$ cat config.mk
export PLATFORM = sky130hd
export DESIGN_NAME = heat_cool_pid_regulator
export DESIGN_NICKNAME = d
export VERILOG_FILES = /design/src/rtl/core/hcpid_pkg.sv /design/src/rtl/core/heat_cool_pid_regulator.sv /design/src/rtl/core/hcpid_ucode_rom.sv /design/src/rtl/core/hcpid_div.sv /design/src/rtl/core/hcpid_datapath.sv
export VERILOG_INCLUDE_DIRS = /design/src /design/src/rtl/core
export SDC_FILE = /design/constraint.sdc
export NUM_CORES = 2
export LEC_CHECK = 0
export BUFFER_PORTS_ARGS = -buffer_cell sky130_fd_sc_hd__buf_2
export CAP_MARGIN = 20
export CORE_UTILIZATION = 30
export DETAILED_ROUTE_END_ITERATION = 16
export PLACE_DENSITY_LB_ADDON = 0.25
export SLEW_MARGIN = 15
export SYNTH_ARGS = -nofsm -noshare
export SYNTH_HDL_FRONTEND = slang
export SYNTH_SLANG_ARGS = --single-unit
$ cat constraint.sdc
create_clock -name clk -period 8.6 [get_ports clk]
set_input_delay 0.43 -clock clk [delete_from_list [all_inputs] [get_ports clk]]
set_output_delay 0.43 -clock clk [all_outputs]
set_load 0.01 [all_outputs]
$ cat src/rtl/core/heat_cool_pid_regulator_macros.svh
// ----------------------------------------------------------------------------
// heat_cool_pid_regulator assertion macros
// shared concurrent assertion forms for the regulator core
// ----------------------------------------------------------------------------
`ifndef HEAT_COOL_PID_REGULATOR_MACROS_SVH
`define HEAT_COOL_PID_REGULATOR_MACROS_SVH

// property that holds at every edge outside reset
`define HCPID_ASSERT(lbl, clk, rst, prop, msg) \
  lbl: assert property (@(posedge clk) disable iff (rst) (prop)) else $error(msg);

// implication checked at every edge outside reset
`define HCPID_ASSERT_IMPL(lbl, clk, rst, ante, cons, msg) \
  lbl: assert property (@(posedge clk) disable iff (rst) (ante) |-> (cons)) else $error(msg);

// next-cycle implication checked outside reset
`define HCPID_ASSERT_NEXT(lbl, clk, rst, ante, cons, msg) \
  lbl: assert property (@(posedge clk) disable iff (rst) (ante) |=> (cons)) else $error(msg);

`endif

$ cat src/rtl/core/hcpid_pkg.sv
// ----------------------------------------------------------------------------
// hcpid_pkg
// widths, constants, control word and step map of the pid regulator
// ----------------------------------------------------------------------------
`timescale 1ns / 1ps

package hcpid_pkg;

  localparam int GAIN_FRAC_BITS = 12;

  localparam int TEMP_W    = 13;
  localparam int ERR_W     = TEMP_W + 1;
  localparam int DT_W      = 10;
  localparam int GAIN_W    = 16;
  localparam int LIM_W     = 30;
  localparam int INTEG_W   = 32;
  localparam int DIV_W     = 24;
  localparam int DERIV_W   = DIV_W + 1;
  localparam int MUL_A_W   = 32;
  localparam int PROD_W    = MUL_A_W + GAIN_W + 1;
  localparam int ACC_W     = PROD_W + 1;
  localparam int DUTY_W    = 8;
  localparam int STEP_W    = 4;
  localparam int CNT_W     = $clog2(DIV_W + 1);
  localparam int CFG_IDX_W = 2;
  localparam int CFG_DATA_W = LIM_W;

  localparam int DERIV_SCALE = 1000;
  localparam int DUTY_MAX    = 255;
  localparam logic [LIM_W-1:0] LIMIT_RESET = LIM_W'(1000000000);

  localparam logic [CFG_IDX_W-1:0] CFG_PROP_GAIN  = 2'd0;
  localparam logic [CFG_IDX_W-1:0] CFG_INTEG_GAIN = 2'd1;
  localparam logic [CFG_IDX_W-1:0] CFG_DERIV_GAIN = 2'd2;
  localparam logic [CFG_IDX_W-1:0] CFG_INTEG_LIM  = 2'd3;

  typedef logic [STEP_W-1:0] step_t;

  localparam step_t ST_ENTRY    = 4'd0;
  localparam step_t ST_MUL_DT   = 4'd1;
  localparam step_t ST_INT_ADD  = 4'd2;
  localparam step_t ST_CLAMP    = 4'd3;
  localparam step_t ST_DIV_INIT = 4'd4;
  localparam step_t ST_DIV      = 4'd5;
  localparam step_t ST_DIV_FIX  = 4'd6;
  localparam step_t ST_SUM_I    = 4'd7;
  localparam step_t ST_SUM_D    = 4'd8;
  localparam step_t ST_COMMIT   = 4'd9;
  localparam step_t ST_OFF      = 4'd10;
  localparam step_t ST_DONE     = 4'd11;

  typedef enum logic [3:0] {
    DP_NOP,
    DP_ERR,
    DP_INT_ADD,
    DP_INT_CLAMP,
    DP_DIV_INIT,
    DP_DIV_STEP,
    DP_DIV_FIX,
    DP_COMMIT,
    DP_OFF
  } dp_op_t;

  typedef enum logic [1:0] {
    MA_ERR,
    MA_DIFF,
    MA_INTEG,
    MA_DERIV
  } mul_a_t;

  typedef enum logic [2:0] {
    MB_DT,
    MB_SCALE,
    MB_PROP,
    MB_INTEG,
    MB_DERIV
  } mul_b_t;

  typedef enum logic [2:0] {
    SQ_NEXT,
    SQ_JUMP,
    SQ_BR_OFF,
    SQ_BR_SKIP,
    SQ_LOOP,
    SQ_DONE
  } seq_t;

  typedef struct packed {
    dp_op_t op;
    logic   mul_en;
    mul_a_t mul_a;
    mul_b_t mul_b;
    logic   acc_clr;
    logic   acc_add;
    seq_t   seq;
    step_t  target;
  } ucode_t;

  typedef struct packed {
    logic action_off;
    logic dt_zero;
    logic div_last;
  } status_t;

  typedef struct packed {
    logic [GAIN_W-1:0] prop_gain;
    logic [GAIN_W-1:0] integ_gain;
    logic [GAIN_W-1:0] deriv_gain;
    logic [LIM_W-1:0]  integral_limit;
  } gains_t;

  localparam ucode_t UC_NOP = '{
    op: DP_NOP, mul_en: 1'b0, mul_a: MA_ERR, mul_b: MB_DT,
    acc_clr: 1'b0, acc_add: 1'b0, seq: SQ_DONE, target: ST_DONE
  };

endpackage

$ cat src/rtl/core/heat_cool_pid_regulator.sv
// ----------------------------------------------------------------------------
// heat_cool_pid_regulator
// One control tick per input transaction; one result transaction per tick.
// A regulate tick with nonzero dt_ms runs 10 sequencer steps plus a 24-step
// restoring divider loop for the derivative term before the result is
// registered. Off ticks run ENTRY, OFF and DONE; zero-dt ticks run ENTRY,
// MUL_DT and DONE. in_stall stays high while the microcode sequencer runs,
// so the next tick is accepted at the earliest in the cycle after the result
// is registered; a waiting result does not block acceptance of the next tick,
// but the next result waits in its final step until the output register is
// free. Gains and the integral limit must be written through cfg_write/
// cfg_index/cfg_data while idle; the block itself does not enforce this.
// ----------------------------------------------------------------------------
`timescale 1ns / 1ps
`include "heat_cool_pid_regulator_macros.svh"

module heat_cool_pid_regulator (
  input  logic                                    clk,
  input  logic                                    rst,
  input  logic                                    cfg_write,
  input  logic [hcpid_pkg::CFG_IDX_W-1:0]         cfg_index,
  input  logic [hcpid_pkg::CFG_DATA_W-1:0]        cfg_data,
  input  logic                                    in_valid,
  output logic                                    in_stall,
  input  logic                                    action,
  input  logic signed [hcpid_pkg::TEMP_W-1:0]     measured_temp,
  input  logic signed [hcpid_pkg::TEMP_W-1:0]     target_temp,
  input  logic [hcpid_pkg::DT_W-1:0]              dt_ms,
  output logic                                    out_valid,
  input  logic                                    out_stall,
  output logic [hcpid_pkg::DUTY_W-1:0]            heater_duty,
  output logic                                    heater_active,
  output logic                                    fan_active
);
  import hcpid_pkg::*;

  gains_t            gains;
  logic              busy;
  logic              busy_next;
  step_t             step;
  step_t             step_next;
  ucode_t            uc;
  ucode_t            ctrl;
  status_t           status;
  logic              out_load;
  logic              accept;
  logic [DUTY_W-1:0] last_duty;
  logic              last_fan;
  logic [DUTY_W-1:0] out_duty;
  logic              out_fan;

  // configuration registers
  always_ff @(posedge clk) begin
    if (rst) begin
      gains.prop_gain      <= '0;
      gains.integ_gain     <= '0;
      gains.deriv_gain     <= '0;
      gains.integral_limit <= LIMIT_RESET;
    end else if (cfg_write) begin
      case (cfg_index)
        CFG_PROP_GAIN:  gains.prop_gain      <= cfg_data[GAIN_W-1:0];
        CFG_INTEG_GAIN: gains.integ_gain     <= cfg_data[GAIN_W-1:0];
        CFG_DERIV_GAIN: gains.deriv_gain     <= cfg_data[GAIN_W-1:0];
        CFG_INTEG_LIM:  gains.integral_limit <= cfg_data[LIM_W-1:0];
        default: begin
        end
      endcase
    end
  end

  hcpid_ucode_rom u_rom (
    .step (step),
    .word (uc)
  );

  assign ctrl     = busy ? uc : UC_NOP;
  assign in_stall = busy;
  assign accept   = in_valid && !busy;

  // sequencer
  always_ff @(posedge clk) begin
    if (rst) begin
      busy <= 1'b0;
      step <= ST_ENTRY;
    end else begin
      busy <= busy_next;
      step <= step_next;
    end
  end

  always_comb begin
    busy_next = busy;
    step_next = step;
    out_load  = 1'b0;
    if (!busy) begin
      if (in_valid) begin
        busy_next = 1'b1;
        step_next = ST_ENTRY;
      end
    end else begin
      case (uc.seq)
        SQ_NEXT:    step_next = step + STEP_W'(1);
        SQ_JUMP:    step_next = uc.target;
        SQ_BR_OFF:  step_next = status.action_off ? uc.target : step + STEP_W'(1);
        SQ_BR_SKIP: step_next = status.dt_zero ? uc.target : step + STEP_W'(1);
        SQ_LOOP:    step_next = status.div_last ? step + STEP_W'(1) : uc.target;
        SQ_DONE: begin
          if (!out_valid || !out_stall) begin
            out_load  = 1'b1;
            busy_next = 1'b0;
          end
        end
        default: begin
          busy_next = 1'b0;
        end
      endcase
    end
  end

  hcpid_datapath u_dp (
    .clk           (clk),
    .rst           (rst),
    .load          (accept),
    .action        (action),
    .measured_temp (measured_temp),
    .target_temp   (target_temp),
    .dt_ms         (dt_ms),
    .gains         (gains),
    .ctrl          (ctrl),
    .status        (status),
    .last_duty     (last_duty),
    .last_fan      (last_fan)
  );

  // output register
  always_ff @(posedge clk) begin
    if (rst) begin
      out_valid <= 1'b0;
    end else if (out_load) begin
      out_valid <= 1'b1;
    end else if (!out_stall) begin
      out_valid <= 1'b0;
    end
  end

  always_ff @(posedge clk) begin
    if (out_load) begin
      out_duty <= last_duty;
      out_fan  <= last_fan;
    end
  end

  assign heater_duty   = out_duty;
  assign heater_active = out_duty != '0;
  assign fan_active    = out_fan;

  `HCPID_ASSERT_NEXT(a_accept_busy, clk, rst, in_valid && !in_stall, in_stall, "tick accepted but sequencer not started")
  `HCPID_ASSERT_IMPL(a_step_range, clk, rst, busy, step <= ST_DONE, "sequencer step outside program")
  `HCPID_ASSERT_IMPL(a_heat_xor_fan, clk, rst, out_valid && heater_active, !fan_active, "heater and fan both on")
  `HCPID_ASSERT(a_load_when_free, clk, rst, !out_load || !out_valid || !out_stall, "result overwrote a stalled transaction")

endmodule

$ cat src/rtl/core/hcpid_ucode_rom.sv
// ----------------------------------------------------------------------------
// hcpid_ucode_rom
// control store: one control word per sequencer step
// ----------------------------------------------------------------------------
`timescale 1ns / 1ps

module hcpid_ucode_rom (
  input  hcpid_pkg::step_t  step,
  output hcpid_pkg::ucode_t word
);
  import hcpid_pkg::*;

  always_comb begin
    word = UC_NOP;
    case (step)
      ST_ENTRY: begin
        word.op     = DP_ERR;
        word.seq    = SQ_BR_OFF;
        word.target = ST_OFF;
      end
      ST_MUL_DT: begin
        word.mul_en = 1'b1;
        word.mul_a  = MA_ERR;
        word.mul_b  = MB_DT;
        word.seq    = SQ_BR_SKIP;
        word.target = ST_DONE;
      end
      ST_INT_ADD: begin
        word.op     = DP_INT_ADD;
        word.mul_en = 1'b1;
        word.mul_a  = MA_DIFF;
        word.mul_b  = MB_SCALE;
        word.seq    = SQ_NEXT;
      end
      ST_CLAMP: begin
        word.op  = DP_INT_CLAMP;
        word.seq = SQ_NEXT;
      end
      ST_DIV_INIT: begin
        word.op      = DP_DIV_INIT;
        word.mul_en  = 1'b1;
        word.mul_a   = MA_ERR;
        word.mul_b   = MB_PROP;
        word.acc_clr = 1'b1;
        word.seq     = SQ_NEXT;
      end
      ST_DIV: begin
        word.op     = DP_DIV_STEP;
        word.seq    = SQ_LOOP;
        word.target = ST_DIV;
      end
      ST_DIV_FIX: begin
        word.op      = DP_DIV_FIX;
        word.acc_add = 1'b1;
        word.mul_en  = 1'b1;
        word.mul_a   = MA_INTEG;
        word.mul_b   = MB_INTEG;
        word.seq     = SQ_NEXT;
      end
      ST_SUM_I: begin
        word.acc_add = 1'b1;
        word.mul_en  = 1'b1;
        word.mul_a   = MA_DERIV;
        word.mul_b   = MB_DERIV;
        word.seq     = SQ_NEXT;
      end
      ST_SUM_D: begin
        word.acc_add = 1'b1;
        word.seq     = SQ_NEXT;
      end
      ST_COMMIT: begin
        word.op     = DP_COMMIT;
        word.seq    = SQ_JUMP;
        word.target = ST_DONE;
      end
      ST_OFF: begin
        word.op  = DP_OFF;
        word.seq = SQ_NEXT;
      end
      ST_DONE: begin
        word.seq = SQ_DONE;
      end
      default: begin
        word = UC_NOP;
      end
    endcase
  end

endmodule

$ cat src/rtl/core/hcpid_div.sv
// ----------------------------------------------------------------------------
// hcpid_div
// restoring divider, one quotient bit per step, unsigned operands
// ----------------------------------------------------------------------------
`timescale 1ns / 1ps

module hcpid_div (
  input  logic                        clk,
  input  logic                        rst,
  input  logic                        load,
  input  logic                        step,
  input  logic [hcpid_pkg::DIV_W-1:0] dividend,
  input  logic [hcpid_pkg::DT_W-1:0]  divisor,
  output logic [hcpid_pkg::DIV_W-1:0] quotient,
  output logic                        last
);
  import hcpid_pkg::*;

  logic [CNT_W-1:0] cnt;
  logic [DT_W-1:0]  rem;
  logic [DIV_W-1:0] quo;
  logic [DT_W:0]    shifted;
  logic [DT_W:0]    sub;
  logic             ge;

  assign shifted  = {rem, quo[DIV_W-1]};
  assign ge       = shifted >= (DT_W+1)'(divisor);
  assign sub      = shifted - (DT_W+1)'(divisor);
  assign quotient = quo;
  assign last     = cnt == CNT_W'(1);

  always_ff @(posedge clk) begin
    if (rst) begin
      cnt <= '0;
    end else if (load) begin
      cnt <= CNT_W'(DIV_W);
    end else if (step) begin
      cnt <= cnt - CNT_W'(1);
    end
  end

  always_ff @(posedge clk) begin
    if (load) begin
      rem <= '0;
      quo <= dividend;
    end else if (step) begin
      rem <= ge ? sub[DT_W-1:0] : shifted[DT_W-1:0];
      quo <= {quo[DIV_W-2:0], ge};
    end
  end

endmodule

$ cat src/rtl/core/hcpid_datapath.sv
// ----------------------------------------------------------------------------
// hcpid_datapath
// operand registers, shared multiplier, accumulator and pid state
// ----------------------------------------------------------------------------
`timescale 1ns / 1ps

module hcpid_datapath (
  input  logic                                clk,
  input  logic                                rst,
  input  logic                                load,
  input  logic                                action,
  input  logic signed [hcpid_pkg::TEMP_W-1:0] measured_temp,
  input  logic signed [hcpid_pkg::TEMP_W-1:0] target_temp,
  input  logic [hcpid_pkg::DT_W-1:0]          dt_ms,
  input  hcpid_pkg::gains_t                   gains,
  input  hcpid_pkg::ucode_t                   ctrl,
  output hcpid_pkg::status_t                  status,
  output logic [hcpid_pkg::DUTY_W-1:0]        last_duty,
  output logic                                last_fan
);
  import hcpid_pkg::*;

  localparam int SH_W = ACC_W - GAIN_FRAC_BITS;

  logic                       action_r;
  logic signed [TEMP_W-1:0]   meas_r;
  logic signed [TEMP_W-1:0]   targ_r;
  logic [DT_W-1:0]            dt_r;

  logic signed [ERR_W-1:0]    err;
  logic signed [INTEG_W-1:0]  integ;
  logic signed [DERIV_W-1:0]  deriv;
  logic signed [PROD_W-1:0]   prod;
  logic signed [ACC_W-1:0]    acc;
  logic                       d_sign;

  logic signed [INTEG_W-1:0]  integral_sum;
  logic signed [ERR_W-1:0]    prev_err;

  logic signed [ERR_W:0]      diff;
  logic signed [MUL_A_W-1:0]  a_op;
  logic [GAIN_W-1:0]          b_op;
  logic signed [GAIN_W:0]     b_s;
  logic signed [PROD_W-1:0]   prod_next;
  logic [PROD_W-1:0]          prod_abs;
  logic signed [INTEG_W-1:0]  lim_s;
  logic [DIV_W-1:0]           quot;
  logic signed [DERIV_W-1:0]  q_s;
  logic                       div_last;
  logic [SH_W-1:0]            acc_sh;
  logic [DUTY_W-1:0]          duty_calc;
  logic                       err_pos;
  logic                       acc_pos;

  assign diff = (ERR_W+1)'(err) - (ERR_W+1)'(prev_err);

  always_comb begin
    case (ctrl.mul_a)
      MA_ERR:   a_op = MUL_A_W'(err);
      MA_DIFF:  a_op = MUL_A_W'(diff);
      MA_INTEG: a_op = MUL_A_W'(integ);
      MA_DERIV: a_op = MUL_A_W'(deriv);
      default:  a_op = '0;
    endcase
    case (ctrl.mul_b)
      MB_DT:    b_op = GAIN_W'(dt_r);
      MB_SCALE: b_op = GAIN_W'(DERIV_SCALE);
      MB_PROP:  b_op = gains.prop_gain;
      MB_INTEG: b_op = gains.integ_gain;
      MB_DERIV: b_op = gains.deriv_gain;
      default:  b_op = '0;
    endcase
  end

  assign b_s       = {1'b0, b_op};
  assign prod_next = PROD_W'(a_op) * PROD_W'(b_s);
  assign prod_abs  = prod[PROD_W-1] ? PROD_W'(-prod) : PROD_W'(prod);
  assign lim_s     = $signed(INTEG_W'(gains.integral_limit));
  assign q_s       = $signed({1'b0, quot});

  assign err_pos   = !err[ERR_W-1] && (err != '0);
  assign acc_pos   = !acc[ACC_W-1] && (acc != '0);
  assign acc_sh    = acc[ACC_W-1:GAIN_FRAC_BITS];
  assign duty_calc = !acc_pos ? '0 :
                     (acc_sh > SH_W'(DUTY_MAX)) ? DUTY_W'(DUTY_MAX) : acc_sh[DUTY_W-1:0];

  hcpid_div u_div (
    .clk      (clk),
    .rst      (rst),
    .load     (ctrl.op == DP_DIV_INIT),
    .step     (ctrl.op == DP_DIV_STEP),
    .dividend (prod_abs[DIV_W-1:0]),
    .divisor  (dt_r),
    .quotient (quot),
    .last     (div_last)
  );

  assign status.action_off = !action_r;
  assign status.dt_zero    = dt_r == '0;
  assign status.div_last   = div_last;

  // operand and working registers
  always_ff @(posedge clk) begin
    if (load) begin
      action_r <= action;
      meas_r   <= measured_temp;
      targ_r   <= target_temp;
      dt_r     <= dt_ms;
    end
    if (ctrl.mul_en) begin
      prod <= prod_next;
    end
    if (ctrl.acc_clr) begin
      acc <= '0;
    end else if (ctrl.acc_add) begin
      acc <= acc + ACC_W'(prod);
    end
    case (ctrl.op)
      DP_ERR: begin
        err <= ERR_W'(targ_r) - ERR_W'(meas_r);
      end
      DP_INT_ADD: begin
        integ <= integral_sum + INTEG_W'(prod);
      end
      DP_INT_CLAMP: begin
        if (integ > lim_s) begin
          integ <= lim_s;
        end else if (integ < -lim_s) begin
          integ <= -lim_s;
        end
      end
      DP_DIV_INIT: begin
        d_sign <= prod[PROD_W-1];
      end
      DP_DIV_FIX: begin
        deriv <= d_sign ? -q_s : q_s;
      end
      default: begin
      end
    endcase
  end

  // pid state and last outputs
  always_ff @(posedge clk) begin
    if (rst) begin
      integral_sum <= '0;
      prev_err     <= '0;
      last_duty    <= '0;
      last_fan     <= 1'b0;
    end else begin
      case (ctrl.op)
        DP_COMMIT: begin
          integral_sum <= integ;
          prev_err     <= err;
          last_duty    <= err_pos ? duty_calc : '0;
          last_fan     <= !err_pos;
        end
        DP_OFF: begin
          integral_sum <= '0;
          prev_err     <= '0;
          last_duty    <= '0;
          last_fan     <= 1'b0;
        end
        default: begin
        end
      endcase
    end
  end

endmodule
**Word level (Yosys, flattened, before mapping)**

Index checks and enable logic that the tools add are counted.

- Output and inout port bits: 12
- Logic and storage cells: 154
- Bits of input ports: 74
- Bits in read-only memories: 0
- Memories: 0
- Bits in writable memories: 0
- Bits in registers: 395
- Bits in latches: 0

- Shifts and indexed selects: 0
- Equal/unequal tests: 37
- Reduce and logical (&&, ||, !) cells: 33
- Muxes and demuxes: 41
- $add $sub $neg: 10
- Bitwise operators: 0
- Order comparisons: 4
- Divide/modulo/power cells: 0
- Multipliers: 1

Operator list:

| cell | count |
|---|---|
| 32-bit case mux with 2 select lines | 2 |
| 32-bit case mux with 4 select lines | 1 |
| 24-bit two-way mux | 4 |
| 16-bit case mux with 5 select lines | 1 |
| 32-bit two-way mux | 2 |
| 50-bit by 49-bit adder with 50-bit output | 1 |
| 50-bit nonzero test | 1 |
| 32-bit by 17-bit multiplier with 49-bit output | 1 |
| 38-bit by 8-bit > comparator with 1-bit output (second input constant) | 1 |
| 32-bit adder | 1 |
| 4-bit by 3-bit == test with 1-bit output (second input constant) | 8 |
| 32-bit by 31-bit > comparator with 1-bit output | 1 |
| 32-bit less-than comparator | 1 |
| 30-bit negation with 32-bit output | 1 |
| 4-bit case mux with 8 select lines | 1 |
| 6-bit case mux with 5 select lines | 1 |
| 14-bit case mux with 2 select lines | 1 |
| 24-bit negation with 25-bit output | 1 |
| 8-bit two-way mux | 3 |
| 24-bit negation | 1 |
| 4-bit two-way mux | 5 |
| 4-bit case mux with 5 select lines | 1 |
| 19-bit two-way mux | 1 |
| 4-bit by 2-bit == test with 1-bit output (second input constant) | 4 |
| other kinds (39) | 81 |

**Logic depth before layout (Yosys ltp)**

- Depth in word-level cells: 7
- Mapped depth: 40
- Gate-level depth less buffers: 37

**By module**

From an unflattened synthesis, not the netlist that was laid out.

- Cells, all modules: 4914
- Area, all modules: 43011.3 um2

By module, submodules not included:

| module | instances | area each (um2) | cells each | sequential area each (um2) |
|---|---|---|---|---|
| hcpid_datapath | 1 | 37015.5 | 4257 | 6846.6 |
| heat_cool_pid_regulator | 1 | 3553.4 | 424 | 1951.9 |
| hcpid_div | 1 | 2207.1 | 197 | 1021.0 |
| hcpid_ucode_rom | 1 | 235.2 | 36 | 0.0 |

**Worst setup path after synthesis**

OpenSTA, ideal clock, no wires.

- Path kind: register -> register
- Start: register u_dp.err[0]
- End: register u_dp.prod[48] (data pin)
- Stages on the path, launching flop included: 38
- Period minus slack after synthesis: 8870 ps
- Buffers on the path: 3
- Library setup time: 260 ps
- Arrival: 8610 ps
- Setup slack: -270 ps
- Required time: 8340 ps
- Cells stage by stage: edfxtp_1 inv_1 ha_1 inv_1 fa_1 a21o_1 a21oi_1 o21ai_0 a21oi_1 o21ai_0 a21oi_1 o211ai_1 nor2b_1 clkbuf_1 nand2_1 clkbuf_1 nand2_1 fa_1 [2 not listed] inv_1 fa_1 fa_1 fa_1 fa_1 inv_1 ha_1 clkbuf_1 a21o_1 a21o_1 a21o_1 a21oi_1 o21ai_0 a211oi_1 a21boi_1 o21a_1 nor2_1 xnor2_1

- Longest elaborated chain between the ends: 3

RTL lines:

| item | RTL line | source |
|---|---|---|
| start, declared | hcpid_datapath.sv:30 | `logic signed [ERR_W-1:0] err;` |
| start signal, assigned | hcpid_datapath.sv:120 | `err <= ERR_W'(targ_r) - ERR_W'(meas_r);` |
| 14-bit by 14-bit subtractor with 15-bit output | hcpid_datapath.sv:55 | `assign diff = (ERR_W+1)'(err) - (ERR_W+1)'(prev_err);` |
| 32-bit case mux with 4 select lines * | hcpid_datapath.sv:58 | `case (ctrl.mul_a)` |
| 32-bit by 17-bit multiplier with 49-bit output * | hcpid_datapath.sv:76 | `assign prod_next = PROD_W'(a_op) * PROD_W'(b_s);` |
| named net u_dp.prod_next[48] | hcpid_datapath.sv:44 | `logic signed [PROD_W-1:0] prod_next;` |
| end signal, assigned | hcpid_datapath.sv:111 | `prod <= prod_next;` |
| end, declared | hcpid_datapath.sv:33 | `logic signed [PROD_W-1:0] prod;` |

The timed path passes the listed nets; every way through them passes the cells marked *.
A chain may end at the register's enable or synchronous reset.

**Worst setup path in the final report**

- Start: register step[1]
- End: register u_dp.prod[44] (data pin)

- Longest elaborated chain between the ends: 6
- Elaborated cells between the ends (all ways): 19
- Classes of those cells: 1 x mul; 12 x eq/ne; 4 x mux; 2 x reduce/logical

RTL lines:

| item | RTL line | source |
|---|---|---|
| start, declared | heat_cool_pid_regulator.sv:40 | `step_t step;` |
| start signal, assigned | heat_cool_pid_regulator.sv:87 | `step <= step_next;` |
| 4-bit by 3-bit == test with 1-bit output (tied with other cells) | hcpid_ucode_rom.sv:15 | `case (step)` |
| 6-bit case mux with 5 select lines * | hcpid_ucode_rom.sv:15 |  |
| 19-bit two-way mux * | heat_cool_pid_regulator.sv:76 | `assign ctrl = busy ? uc : UC_NOP;` |
| 3-bit == test (tied with other cells) | hcpid_datapath.sv:65 | `case (ctrl.mul_b)` |
| 16-bit case mux with 5 select lines or 32-bit case mux with 4 select lines (tied branches) | hcpid_datapath.sv:65, hcpid_datapath.sv:58 |  |
| 32-bit by 17-bit multiplier with 49-bit output * | hcpid_datapath.sv:76 |  |
| named net u_dp.prod_next[44] | hcpid_datapath.sv:44 |  |

Marks and branches as above.

==> results by stage <==
Worst hold path:
- The worst min-delay path class is primary input to register.
- The startpoint identified for the worst hold timing path is cfg_data[23].

Placement:
- After detailed placement, the design holds a cell count of 7230.
- The count of buffers added on input and output ports is 85.
- The final HPWL from detailed placement is 117000 um.
- Before CTS, the worst setup slack after placement is -0.633 ns.
- Routability-driven placement finished with a final weighted congestion of 0.929.
- The total placed instance area is 48300 um^2.

Critical path:
- The largest single stage delay on the critical path is 0.61 ns.
- The worst setup path is launched from a register.
- The start of the worst register-to-register path is step[1]$_SDFFE_PP0P_.
- The worst setup path is captured at a register.
- The critical path starts at step[1]$_SDFFE_PP0P_.
- Along the worst path, the maximum fanout reaches 15.
- In this design, the critical path's most frequently occurring cell is sky130_fd_sc_hd__buf_4.
- The family with the most delay on the worst path is adder cells.
- The data arrival at the endpoint of the critical path is 8.90 ns.
- The cell type of the slowest stage on the worst timing path is sky130_fd_sc_hd__fa_2.
- The worst path buffer plus inverter count is 8.
- The setup path with the least slack is of type register to register.
- Data on the critical path is required at its endpoint by 9.06 ns.

Run status:
- The run finished with clean final reports.

Timing:
- The clock arrives with 0.0636 ns of skew.
- For the pin with the worst max-slew slack, the measured transition is 1.07 ns.
- The count of pins over their slew limit is 0.
- The number of hold violations in the final report came to 0.
- Setup repair after global routing could not meet its margin everywhere.
- After layout, the worst setup slack is 0.165 ns.
- The fmax is 119 MHz.
- In this run the tightest slew margin relative to its limit is 0.287.
- For the finished layout, the period the worst path requires is 8.43 ns.
- The final number of setup-violating endpoints is 0.
- The post-route clock period utilization is 0.981.

GRT:
- The via count of the first global-routing pass is 37.0k.
- The number of antenna violations at the first check in global routing is 3.
- The first global-routing pass estimated 221000 um of wire.
- The pin count of the biggest net entering global routing is 91.
- For this run, the total global-route usage over all layers was measured as 0.200.
- The sum of overflow across all layers after global routing is 0.

Floorplanning:
- 86 I/O pins were placed.
- The initialized floorplan defines 138 standard-cell rows.
- Measured along the y axis, the die boundary spans 379 um.
- The core box area is 141000 um^2.
- The initial cell density of the core is 0.302.
- The width of the die is 379 um.
- The die footprint is 144000 um^2.

Cells and area:
- At the end of the flow, the number of nets in the layout was 6352.
- After routing the design area is 52000 um^2.
- The filler cell count in the final layout is 14.6k.
- The number of non-filler instances in the completed layout is 7414.
- Measured on the finished design, the core utilization comes to 0.367.
- The relative area change from synthesis to final layout is 21.7%.
- In the final layout, the multi-input gates occupy 30300 um^2.
- The fraction of final layout cells with drive strength greater than 1 is 0.162.
- The sequential cell area is 9820 um^2.

Route:
- The total length of routed met2 wires is 64900 um.
- The topmost layer with routed signal wires is met5.
- The final routed wire length divided by cell count is 19.4 um.
- The wire length reported by the detailed router is 144000 um.
- The total vias in the final route is 36.4k.
- The remaining antenna violation count is 0.
- After detailed routing, the number of vias per cell comes to 4.91.
- The first TritonRoute pass finished after 6 iterations.
- The detailed router finished its first iteration with 2826 violations.
- Detailed routing placed a total of 8570 um of wire on met3.
- After detailed routing, the number of remaining DRC violations is 0.
- The routed length on met1 is 67100 um.

Clock network:
- TritonCTS built the clock tree.
- No sink is reached through more buffers than the 3 on the longest clock path.
- The number of clock buffers added by TritonCTS is 50.
- The clock net sink count is 395.
- The tree is rooted in a sky130_fd_sc_hd__clkbuf_16.
- The number of H-tree levels is 2.
- Clock latency on the worst-skew pair, taken at its later pin, is 0.65 ns.
- Clock-pin slew was measured on the worst setup and hold paths at 0.06 ns.

Yosys:
- Counting every net in the synthesized netlist gives 5902.
- After synthesis, the netlist uses 89 different library cells.
- The mean post-synth cell area is 8.49 um^2.
- Synthesis inferred 395 register bits.
- During synthesis, Yosys emitted a total of 0 warnings.
- The most common flop cell mapped by yosys is sky130_fd_sc_hd__dfxtp_1.
- The share of flip-flops with an asynchronous set or reset is 0.
- Of the synthesized area, sequential elements account for 0.230.
- The post-synthesis instance total is 5030.
- Counting flops with a built-in enable in the synthesized netlist gives 191.
- Summing every instance area after synthesis gives 42700 um^2.

Flow run:
- Max-cap violations in this run came to 0.
-- synth_stat cells, drive strengths merged (33+ instances only) --
master	count	area (um^2)
o31ai	33	248
xnor2	154	1350
nor2	423	1590
nand3	59	305
edfxtp	191	5740
and3	33	206
nor3	66	347
clkbuf	175	657
xor2	62	543
inv	758	2850
a21oi	404	2030
nand2	774	2910
nor4	37	250
nand2b	48	300
dfxtp	204	4080
nor2b	45	284
ha	304	3800
mux2i	39	390
nand4	44	275
a21o	95	713
o21ai	187	936
fa	494	9890
buf	38	171
-- flip-flops by register name, indices dropped and copies added, names as in the netlist, 10 cells and up --
name and flops:
u_dp.acc 50, u_dp.prev_err 14, u_dp.prod 49, u_dp.err 14, u_dp.meas_r 13, gains 78, u_dp.integ 32, u_dp.u_div.rem 10
u_dp.deriv 25, u_dp.dt_r 10, u_dp.integral_sum 32, u_dp.u_div.quotient 24, u_dp.targ_r 13
-- routing by layer --
metal | track usage | up-vias
met4 | 0.0509 | 4
li1 | - | 17391
met1 | 0.282 | 17890
met3 | 0.0266 | 158
met2 | 0.321 | 952
met5 | 0 | -
-- what timing repair did --
| item | CTS | global route |
|---|---|---|
| hold buffers | 47 | 0 |
| pin swaps | 32 | 123 |
| hold endpoints to repair | 47 | 0 |
| resized for setup | 66 | 197 |
| buffers inserted | 14 | 24 |
| setup endpoints to repair | 19 | 19 |
| cloned | 1 | 1 |
-- worst register-to-register path, delay by kind of cell (launching register included) --
kind,cells,cell delay (ns)
AOI/OAI and AO/OA,4,0.95
buffers and inverters,8,1.15
muxes,1,0.19
DFF,1,0.39
and+or+nand+nor,9,1.95
adders and majority gates,8,3.62
-- kinds of logic after synthesis --
group / share of synthesized area
AND/OR/NAND/NOR: 0.171
buffers and inverters: 0.0861
AO/OA/AOI/OAI: 0.138
adder cells (fa/ha/maj): 0.321
flip-flops: 0.230
XOR/XNOR: 0.0443
multiplexers: 0.00941
-- layout by cell type (no fill, tap or decap), drive strengths merged, types with 62 or more instances in the layout --
cell type	Yosys	layout
clkbuf	175	72
a21oi	404	404
nand2	774	774
a21o	95	95
inv	758	763
nor3	66	66
ha	304	304
xnor2	154	154
buf	38	563
xor2	62	62
o21ai	187	187
nor2	423	423
edfxtp	191	191
dfxtp	204	204
fa	494	494
-- stage by stage --
step / hold slack (ns) / TNS (ns)
final: 0.0439 / 0
after global routing: 0.0158 / -0.568
after CTS: 0.00636 / 0
after detailed placement: 0.428 / -5.49
after global placement: 0.429 / -4.44
after floorplan: 0.409 / 0
-- worst paths after layout --
path | endpoint | slack, ns | cells after the start
min reg2reg | heater_duty[5]$_DFFE_PP_ | 0.44 | 0
max reg2reg | u_dp.prod[44]$_DFFE_PP_ | 0.17 | 30
max | u_dp.prod[44]$_DFFE_PP_ | 0.17 | 30
min | gains[23]$_SDFFE_PP1P_ | 0.04 | 2
-- area by class of cell --
type	instances	share of cell area
multi-input cells	3664	0.582
flip-flops and latches	395	0.189
repair buffers	611	0.0950
inverters	758	0.0548
well taps	1890	0.0455
clock buffers	72	0.0279
clock inverters	22	0.00561
diodes	2	0.0000963
Power is not shown: default switching activity piles up to over one toggle a cycle in this logic, so the estimate is an artifact.
